<file path="src/rtl/counting_semaphore_fifo_waiters_unit_defines.svh">
// Assertion macros shared by the RTL of the semaphore unit.
`ifndef COUNTING_SEMAPHORE_FIFO_WAITERS_UNIT_DEFINES_SVH
`define COUNTING_SEMAPHORE_FIFO_WAITERS_UNIT_DEFINES_SVH

`ifndef SYNTHESIS
// Concurrent check on the unit clock, off while reset is high.
`define CSFW_ASSERT(lbl, prop) \
   lbl: assert property (@(posedge clock) disable iff (reset) prop) \
      else $error("csfw assertion failed");
// Next-cycle implication on the unit clock, off while reset is high.
`define CSFW_ASSERT_NEXT(lbl, ante, cons) \
   lbl: assert property (@(posedge clock) disable iff (reset) (ante) |=> (cons)) \
      else $error("csfw assertion failed");
`else
`define CSFW_ASSERT(lbl, prop)
`define CSFW_ASSERT_NEXT(lbl, ante, cons)
`endif

`endif

</file>
<file path="src/rtl/csfw_pkg.sv">
package csfw_pkg;

   // Sizes of the bank
   localparam int SEM_COUNT   = 16;
   localparam int THREAD_COUNT = 256;
   localparam int MAX_SIGNALS = 16;

   localparam int SemIdxW    = (SEM_COUNT > 1) ? $clog2(SEM_COUNT) : 1;
   localparam int ThreadIdxW = $clog2(THREAD_COUNT);
   localparam int ThreadW    = 8;
   localparam int CntW       = 16;
   localparam int LeftW      = $clog2(MAX_SIGNALS + 1);
   localparam int PcW        = 4;

   // Commands
   localparam logic CMD_WAIT   = 1'b0;
   localparam logic CMD_SIGNAL = 1'b1;

   // Result status codes
   typedef enum logic [2:0] {
      ST_GRANTED   = 3'd0,
      ST_BLOCKED   = 3'd1,
      ST_NO_WAITER = 3'd2,
      ST_WOKE      = 3'd3,
      ST_INVALID   = 3'd4,
      ST_SATURATED = 3'd5,
      ST_EMPTY     = 3'd6
   } status_type;

   // Datapath action of one microstep
   typedef enum logic [2:0] {
      ACT_NOP,
      ACT_WAIT,
      ACT_SIGNAL,
      ACT_INVALID,
      ACT_EMPTY
   } action_type;

   // Jump condition of one microstep; false falls through to the next step
   typedef enum logic [2:0] {
      COND_NEVER,
      COND_ALWAYS,
      COND_NO_START,
      COND_BAD_ID,
      COND_IS_WAIT,
      COND_ZERO_CNT,
      COND_LAST_REP
   } cond_type;

   typedef struct packed {
      action_type       act;
      cond_type         cond;
      logic [PcW-1:0]   target;
   } ucode_type;

   // Microprogram addresses
   localparam logic [PcW-1:0] PC_IDLE    = 4'd0;
   localparam logic [PcW-1:0] PC_CHECK   = 4'd1;
   localparam logic [PcW-1:0] PC_DISP    = 4'd2;
   localparam logic [PcW-1:0] PC_ZCHK    = 4'd3;
   localparam logic [PcW-1:0] PC_FETCH   = 4'd4;
   localparam logic [PcW-1:0] PC_SIG     = 4'd5;
   localparam logic [PcW-1:0] PC_REFETCH = 4'd6;
   localparam logic [PcW-1:0] PC_WAIT    = 4'd7;
   localparam logic [PcW-1:0] PC_INVALID = 4'd8;
   localparam logic [PcW-1:0] PC_EMPTY   = 4'd9;

   // Control store
   function automatic ucode_type ucode_rom(input logic [PcW-1:0] pc);
      ucode_type w;
      case (pc)
         PC_IDLE:    w = '{ACT_NOP,     COND_NO_START, PC_IDLE};
         PC_CHECK:   w = '{ACT_NOP,     COND_BAD_ID,   PC_INVALID};
         PC_DISP:    w = '{ACT_NOP,     COND_IS_WAIT,  PC_WAIT};
         PC_ZCHK:    w = '{ACT_NOP,     COND_ZERO_CNT, PC_EMPTY};
         PC_FETCH:   w = '{ACT_NOP,     COND_NEVER,    PC_IDLE};
         PC_SIG:     w = '{ACT_SIGNAL,  COND_LAST_REP, PC_IDLE};
         PC_REFETCH: w = '{ACT_NOP,     COND_ALWAYS,   PC_SIG};
         PC_WAIT:    w = '{ACT_WAIT,    COND_ALWAYS,   PC_IDLE};
         PC_INVALID: w = '{ACT_INVALID, COND_ALWAYS,   PC_IDLE};
         PC_EMPTY:   w = '{ACT_EMPTY,   COND_ALWAYS,   PC_IDLE};
         default:    w = '{ACT_NOP,     COND_ALWAYS,   PC_IDLE};
      endcase
      return w;
   endfunction

endpackage

</file>
<file path="src/rtl/counting_semaphore_fifo_waiters_unit.sv">
// Steps: after the start beat the id is checked and the command dispatched; a bad id goes
// to the invalid step, a wait to the wait step, a signal with no repeats to the empty step,
// and any other signal passes a fetch step for the registered read of the wait-link memory before each signal step.
// A signal gives one result per repeat; a new request is taken only when the sequencer is idle.
// Reset: synchronous, clears all semaphore counters and returns the sequencer to idle.
// Results cannot be stalled by the receiver.
`include "counting_semaphore_fifo_waiters_unit_defines.svh"

module counting_semaphore_fifo_waiters_unit (
   input  logic                       clock,
   input  logic                       reset,
   input  logic                       start,
   output logic                       busy,
   input  logic                       req_cmd,
   input  logic [7:0]                 req_sem_number,
   input  logic [7:0]                 req_thread_id,
   input  logic [4:0]                 req_count,
   output logic                       rsp_valid,
   output logic [2:0]                 rsp_status,
   output logic [7:0]                 rsp_woken_thread,
   output logic signed [15:0]         rsp_counter_after,
   output logic                       rsp_last
);

   localparam int CntW      = csfw_pkg::CntW;
   localparam int ThreadW   = csfw_pkg::ThreadW;
   localparam int ThreadIdxW = csfw_pkg::ThreadIdxW;
   localparam int SemIdxW   = csfw_pkg::SemIdxW;
   localparam int LeftW     = csfw_pkg::LeftW;
   localparam int PcW       = csfw_pkg::PcW;

   localparam logic signed [CntW-1:0] CntMax = {1'b0, {(CntW-1){1'b1}}};
   localparam logic signed [CntW-1:0] CntMin = CntW'(-csfw_pkg::THREAD_COUNT);

   // Sequencer
   logic [PcW-1:0]         pc_ff, pc_in;
   csfw_pkg::ucode_type    uc;
   logic                   cond_true;
   logic                   accept;

   // Latched request
   logic                   cmd_ff;
   logic                   bad_ff;
   logic [SemIdxW-1:0]     sem_ff;
   logic [ThreadW-1:0]     tid_ff;
   logic [LeftW-1:0]       left_ff, left_in;
   logic                   bad_in;

   // Semaphore state
   logic signed [CntW-1:0] cnt_ff  [csfw_pkg::SEM_COUNT];
   logic [ThreadW-1:0]     head_ff [csfw_pkg::SEM_COUNT];
   logic [ThreadW-1:0]     tail_ff [csfw_pkg::SEM_COUNT];
   logic [ThreadW-1:0]     link_mem [csfw_pkg::THREAD_COUNT];
   logic [ThreadW-1:0]     link_rd_ff;

   logic signed [CntW-1:0] cur_cnt;
   logic [ThreadW-1:0]     cur_head;
   logic [ThreadW-1:0]     cur_tail;

   logic                   cnt_we;
   logic signed [CntW-1:0] cnt_wdata;
   logic                   head_we;
   logic [ThreadW-1:0]     head_wdata;
   logic                   tail_we;
   logic                   link_we;
   logic [ThreadIdxW-1:0]  link_waddr;

   // Result registers
   logic                   rsp_valid_ff, rsp_valid_in;
   csfw_pkg::status_type   rsp_status_ff, rsp_status_in;
   logic [ThreadW-1:0]     rsp_woken_ff, rsp_woken_in;
   logic signed [CntW-1:0] rsp_cnt_ff, rsp_cnt_in;
   logic                   rsp_last_ff, rsp_last_in;

   assign busy   = (pc_ff != csfw_pkg::PC_IDLE);
   assign accept = start && !busy;
   assign uc     = csfw_pkg::ucode_rom(pc_ff);

   assign cur_cnt  = cnt_ff[sem_ff];
   assign cur_head = head_ff[sem_ff];
   assign cur_tail = tail_ff[sem_ff];

   // Request checks at the start beat; the repeat clamp is in the datapath block below
   always_comb begin
      bad_in = (req_sem_number == 8'd0)
            || (int'(req_sem_number) > csfw_pkg::SEM_COUNT)
            || ((req_cmd == csfw_pkg::CMD_WAIT)
                && (int'(req_thread_id) >= csfw_pkg::THREAD_COUNT));
   end

   // Jump decision and next step
   always_comb begin
      case (uc.cond)
         csfw_pkg::COND_NEVER:    cond_true = 1'b0;
         csfw_pkg::COND_ALWAYS:   cond_true = 1'b1;
         csfw_pkg::COND_NO_START: cond_true = !start;
         csfw_pkg::COND_BAD_ID:   cond_true = bad_ff;
         csfw_pkg::COND_IS_WAIT:  cond_true = (cmd_ff == csfw_pkg::CMD_WAIT);
         csfw_pkg::COND_ZERO_CNT: cond_true = (left_ff == '0);
         csfw_pkg::COND_LAST_REP: cond_true = (left_ff == LeftW'(1));
         default:                 cond_true = 1'b1;
      endcase
      pc_in = cond_true ? uc.target : pc_ff + 1'b1;
   end

   always_ff @(posedge clock) begin
      if (reset) begin
         pc_ff <= csfw_pkg::PC_IDLE;
      end else begin
         pc_ff <= pc_in;
      end
   end

   // Datapath driven by the current control word
   always_comb begin
      cnt_we        = 1'b0;
      cnt_wdata     = cur_cnt;
      head_we       = 1'b0;
      head_wdata    = tid_ff;
      tail_we       = 1'b0;
      link_we       = 1'b0;
      link_waddr    = cur_tail[ThreadIdxW-1:0];
      rsp_valid_in  = 1'b0;
      rsp_status_in = csfw_pkg::ST_GRANTED;
      rsp_woken_in  = '0;
      rsp_cnt_in    = cur_cnt;
      rsp_last_in   = 1'b1;
      left_in       = left_ff;

      if (accept) begin
         if (int'(req_count) > csfw_pkg::MAX_SIGNALS) begin
            left_in = LeftW'(csfw_pkg::MAX_SIGNALS);
         end else begin
            left_in = LeftW'(req_count);
         end
      end

      case (uc.act)
         csfw_pkg::ACT_WAIT: begin
            rsp_valid_in = 1'b1;
            if (!cur_cnt[CntW-1] && (cur_cnt != '0)) begin
               // free unit: grant
               cnt_we        = 1'b1;
               cnt_wdata     = cur_cnt - 1'b1;
               rsp_cnt_in    = cnt_wdata;
               rsp_status_in = csfw_pkg::ST_GRANTED;
            end else if (cur_cnt <= CntMin) begin
               // queue full
               rsp_status_in = csfw_pkg::ST_SATURATED;
            end else begin
               // append to the queue; an empty queue takes it as head
               if (cur_cnt == '0) begin
                  head_we = 1'b1;
               end else begin
                  link_we = 1'b1;
               end
               tail_we       = 1'b1;
               cnt_we        = 1'b1;
               cnt_wdata     = cur_cnt - 1'b1;
               rsp_cnt_in    = cnt_wdata;
               rsp_status_in = csfw_pkg::ST_BLOCKED;
            end
         end
         csfw_pkg::ACT_SIGNAL: begin
            rsp_valid_in = 1'b1;
            rsp_last_in  = (left_ff == LeftW'(1));
            left_in      = left_ff - 1'b1;
            if (cur_cnt == CntMax) begin
               rsp_status_in = csfw_pkg::ST_SATURATED;
            end else if (!cur_cnt[CntW-1]) begin
               cnt_we        = 1'b1;
               cnt_wdata     = cur_cnt + 1'b1;
               rsp_cnt_in    = cnt_wdata;
               rsp_status_in = csfw_pkg::ST_NO_WAITER;
            end else begin
               // pop the oldest waiter; its link was fetched last cycle
               cnt_we        = 1'b1;
               cnt_wdata     = cur_cnt + 1'b1;
               head_we       = 1'b1;
               head_wdata    = link_rd_ff;
               rsp_cnt_in    = cnt_wdata;
               rsp_woken_in  = cur_head;
               rsp_status_in = csfw_pkg::ST_WOKE;
            end
         end
         csfw_pkg::ACT_INVALID: begin
            rsp_valid_in  = 1'b1;
            rsp_status_in = csfw_pkg::ST_INVALID;
            rsp_cnt_in    = '0;
         end
         csfw_pkg::ACT_EMPTY: begin
            rsp_valid_in  = 1'b1;
            rsp_status_in = csfw_pkg::ST_EMPTY;
         end
         default: begin
         end
      endcase
   end

   // Request latch and repeat counter
   always_ff @(posedge clock) begin
      if (accept) begin
         cmd_ff <= req_cmd;
         bad_ff <= bad_in;
         sem_ff <= SemIdxW'(req_sem_number - 8'd1);
         tid_ff <= req_thread_id;
      end
      left_ff <= left_in;
   end

   // Counters, reset to zero
   always_ff @(posedge clock) begin
      if (reset) begin
         for (int i = 0; i < csfw_pkg::SEM_COUNT; i++) begin
            cnt_ff[i] <= '0;
         end
      end else if (cnt_we) begin
         cnt_ff[sem_ff] <= cnt_wdata;
      end
   end

   // Queue heads and tails
   always_ff @(posedge clock) begin
      if (head_we) begin
         head_ff[sem_ff] <= head_wdata;
      end
      if (tail_we) begin
         tail_ff[sem_ff] <= tid_ff;
      end
   end

   // Wait-link memory: one write port, one registered read at the current head
   always_ff @(posedge clock) begin
      if (link_we) begin
         link_mem[link_waddr] <= tid_ff;
      end
      link_rd_ff <= link_mem[cur_head[ThreadIdxW-1:0]];
   end

   // Result beat registers
   always_ff @(posedge clock) begin
      if (reset) begin
         rsp_valid_ff <= 1'b0;
      end else begin
         rsp_valid_ff <= rsp_valid_in;
      end
      rsp_status_ff <= rsp_status_in;
      rsp_woken_ff  <= rsp_woken_in;
      rsp_cnt_ff    <= rsp_cnt_in;
      rsp_last_ff   <= rsp_last_in;
   end

   assign rsp_valid         = rsp_valid_ff;
   assign rsp_status        = rsp_status_ff;
   assign rsp_woken_thread  = rsp_woken_ff;
   assign rsp_counter_after = rsp_cnt_ff;
   assign rsp_last          = rsp_last_ff;

   // Checks
`CSFW_ASSERT_NEXT(a_start_goes_busy, start && !busy, busy)
`CSFW_ASSERT(a_last_frees, rsp_valid && rsp_last |-> !busy)
`CSFW_ASSERT(a_more_stays_busy, rsp_valid && !rsp_last |-> busy)
`CSFW_ASSERT(a_woken_zero, rsp_valid && rsp_status != csfw_pkg::ST_WOKE |-> rsp_woken_thread == '0)
`CSFW_ASSERT(a_signal_has_repeats, (pc_ff == csfw_pkg::PC_SIG) |-> (left_ff != '0))

endmodule

</file>
<file path="config.mk">
export PLATFORM = sky130hd
export DESIGN_NAME = counting_semaphore_fifo_waiters_unit
export DESIGN_NICKNAME = d
export VERILOG_FILES = /design/src/rtl/csfw_pkg.sv /design/src/rtl/counting_semaphore_fifo_waiters_unit.sv
export VERILOG_INCLUDE_DIRS = /design/src /design/src/rtl
export SDC_FILE = /design/constraint.sdc
export NUM_CORES = 2
export LEC_CHECK = 0
export BUFFER_PORTS_ARGS = -buffer_cell sky130_fd_sc_hd__buf_4
export CORE_ASPECT_RATIO = 0.5
export CORE_MARGIN = 10
export CORE_UTILIZATION = 34
export DETAILED_ROUTE_END_ITERATION = 10
export HOLD_SLACK_MARGIN = 0.03
export PLACE_DENSITY_LB_ADDON = 0.05
export SLEW_MARGIN = 0
export SYNTH_ARGS = -nofsm -noshare
export SYNTH_HDL_FRONTEND = slang
export SYNTH_SLANG_ARGS = --single-unit
</file>
<file path="constraint.sdc">
create_clock -name clock -period 5.59 [get_ports clock]
set_input_delay 0.559 -clock clock [delete_from_list [all_inputs] [get_ports clock]]
set_output_delay 0.559 -clock clock [all_outputs]
set_load 0.02 [all_outputs]
</file>
==> qor.txt <==
Sink Count - 2634
DRC Markers - 0
WL final - 355 mm
Die Footprint - 339000 µm²
critical path's most frequent cell - nand4_1
Worst Max-Slew Pin Slew - 1140 ps
Fmax achieved - 185 MHz
pwr dens - 635 nW/µm²
Final ANT Viol Nets - 0
YS warnings - 0
status - completed
gpl congestion - 0.836
final net count - 7667
Final Hold Viols - 0
Hold Crit Class - in -> reg
RSZ-0062 raised after global routing - false
share of the synthesized area in the top cell type - 72.4%
Fin Hold WS - 181 ps
Synth top cells by count - 2579 x edfxtp_1, 1049 x nand2_1, 627 x mux2i_1
CP Class - reg -> reg
Most Used Layer, Global Route - met2
sequential power share - 30.1%
Synth Flop Type - edfxtp_1
Core Area - 313000 µm²
Critical Path Slowest Stage Cell - mux4_4
Num CTS Buffers - 268
top cells by area, synth - edfxtp_1 72%, mux2i_1 5.9%, nand2_1 3.7%, mux4_2 3.2%, nand3_1 2.4%
Top Ports - 55
CP bufs+invs - 1
grt met1 use - 29.8%
Worst setup SP type - register
routing usage on met3 - 2.82%
height of the chip - 417 µm
later-pin clock latency in the skew report - 870 ps
via count - 65000
Via-to-Cell Ratio - 5.41
total grt overflow - 0
unique cell type count in the Yosys netlist - 85
IO Port Bufs - 54
TritonCTS clock tree - built
Max-cap violations - 0
layout cells sized above 1 - 16.2%
Initial Utilization - 34.2%
synthesis-to-finish area growth - 16.4%
Syn Area/Cell - 14.9 µm²
ys async rst share - 0%
Req. time, crit path - 6270 ps
register area share after synthesis - 73.4%
met2 usage - 32.5%
min cycle time layout - 5410 ps
Cell Rows - 145
final core occ - 39.8%
Post-Syn Instances - 7170
final setup fails - 0
Max Buffers Root-to-Sink - 4
clock group share of total power - 22.4%
EDFF count, synth - 2579
count leader, synth - edfxtp_1
synthesized flop and latch total - 2634
initial antenna violation count - 25
hpwl dp - 230 mm
switching share of power - 43.8%
Comb pwr share - 47.5%
Worst-path clk slew - 70 ps
Final period util - 96.8%
total net switching power - 34700 µW
first-pass GRT wire length - 502 mm
largest area contributor in the netlist - edfxtp_1
Post-CTS Setup Inserts - 0
crit-path max FO - 41
die extent in x - 813 µm
leakage - 0.0419 µW
VDD IR max - 0.000579 V
Initial DRC Count - 6607
largest net degree at the start of global routing - 187
Max Transition Viols Final - 0
Slew headroom - 24.0%
synthesized area - 107000 µm²
CTS root buf - clkbuf_16
R2R setup slack - 180 ps
routed len/inst - 29.5 µm
GR Util All Layers - 20.4%
Clock Skew - 41.3 ps
vias in the first global route - 64600
Max stage delay on crit path - 980 ps
syn_nets - 7204
Int Power - 44500 µW
1st-pass router iterations - 5
crit-path cells - mux4_2, mux4_4, buf_12, mux2i_1, nand4_1, nand4_1, a21oi_1, or4_1, a22oi_1, nand4_1
CP top delay family - multiplexers
Setup crit end kind - register
Worst Path Arrival - 6090 ps
H-tree Lvls - 5
layout make-up:
cell class / instances / area [µm²]
clock inverters: 121 / 1090
clock buffers: 343 / 7230
diodes: 6 / 15.0
well taps: 4189 / 5240
repair buffers: 684 / 6020
fillers: 29000 / 188000
multi-input cells: 4018 / 26400
flip-flops and latches: 2634 / 78600
inverters: 27 / 101
logic make-up (layout without fill, tap and decap cells):
logic type,after synthesis,count (layout),share of synthesized area (%)
muxes,798,798,9.28
adders and majority gates,9,9,0.105
and+or+nand+nor,2682,2682,11.4
AOI/OAI and AO/OA,509,509,3.46
buffers and inverters,518,1175,2.19
other,0,6,0
DFF,2634,2634,73.4
xor gates and xnor gates,20,20,0.164
through the flow:
| stage | TNS [ps] | cells | power [µW] | instance area, µm² | setup WS, ps |
|---|---|---|---|---|---|
| global placement | -676 | 11500 | 62000 | 116000 | -284 |
| finish | 0 | 12000 | 79200 | 125000 | 178 |
| floorplan | 0 | 7170 | 45000 | 107000 | 1160 |
| global route | 0 | 12000 | 82600 | 125000 | 75.5 |
| CTS | 0 | 12000 | 79900 | 125000 | 77.4 |
| detailed placement | 0 | 11500 | 62000 | 116000 | 116 |
state kept, by name (all words and copies together) (netlist names), 3 cells and up, named ones only:
signal             flops
pc_ff                  4
left_ff                5
uc                    10
head_ff              128
link_mem            2048
tail_ff              128
sem_ff                 4
rsp_counter_after     16
link_rd_ff             8
cnt_ff               256
rsp_woken_thread       8
tid_ff                 8
rsp_status             3
worst paths after layout:
kind	startpoint	to	depth (start not counted)
worst max-delay path	register	link_rd_ff[7]	10
worst min-delay path	req_sem_number[3]	sem_ff[3]	2
worst max register to register	register	link_rd_ff[7]	10
worst min register to register	left_ff[4]	rsp_last	3
repair_timing:
action	CTS	global route
endpoints found under the setup margin	0	2
hold buffers	17	0
resized for setup	0	4
hold endpoints to repair	16	0
routing by layer:
layer | up-vias | routed length [µm]
li1 | 28400 | -
met1 | 34100 | 164000
met2 | 2054 | 164000
met3 | 371 | 20200
met4 | 6 | 6610
met5 | - | 41
power groups by stage:
| stage | Clock [µW] | Combinational, µW | Sequential [µW] |
|---|---|---|---|
| final | 17700 | 37600 | 23800 |
| after detailed placement | 0 | 37800 | 24200 |
| after global placement | 0 | 37800 | 24200 |
| after CTS | 18200 | 37900 | 23800 |
| after floorplan | 0 | 20100 | 24900 |
| after global routing | 19000 | 39800 | 23800 |
cells in the final DEF (no fill, tap or decap), types with 10 or more instances in the layout:
master / Yosys / routed
edfxtp_1: 2579 / 2579
nand2_1: 1049 / 1037
mux2i_1: 627 / 627
buf_4: 32 / 598
nor2_1: 593 / 590
nand3_1: 506 / 506
nand4_1: 308 / 308
clkbuf_16: 0 / 276
mux4_2: 152 / 151
a22oi_1: 122 / 121
a41oi_1: 82 / 82
a21oi_1: 70 / 70
buf_12: 3 / 67
clkbuf_1: 271 / 60
dfxtp_1: 55 / 52
o21ai_0: 47 / 47
nand3b_1: 47 / 47
clkinv_1: 0 / 46
a31oi_1: 42 / 42
nor3_1: 41 / 41
clkinv_2: 0 / 36
a32oi_1: 27 / 27
nand4b_1: 26 / 26
inv_1: 25 / 24
o22ai_1: 23 / 22
nand2b_1: 22 / 20
bufinv_16: 0 / 18
dlygate4sd3_1: 0 / 17
mux2_2: 16 / 16
and2_1: 16 / 15
nor2b_1: 15 / 15
o31ai_1: 19 / 15
xnor2_1: 12 / 12
nand2_2: 0 / 11
inv_6: 0 / 11
nor2_2: 12 / 10
Power figures use the tool's default switching activity.
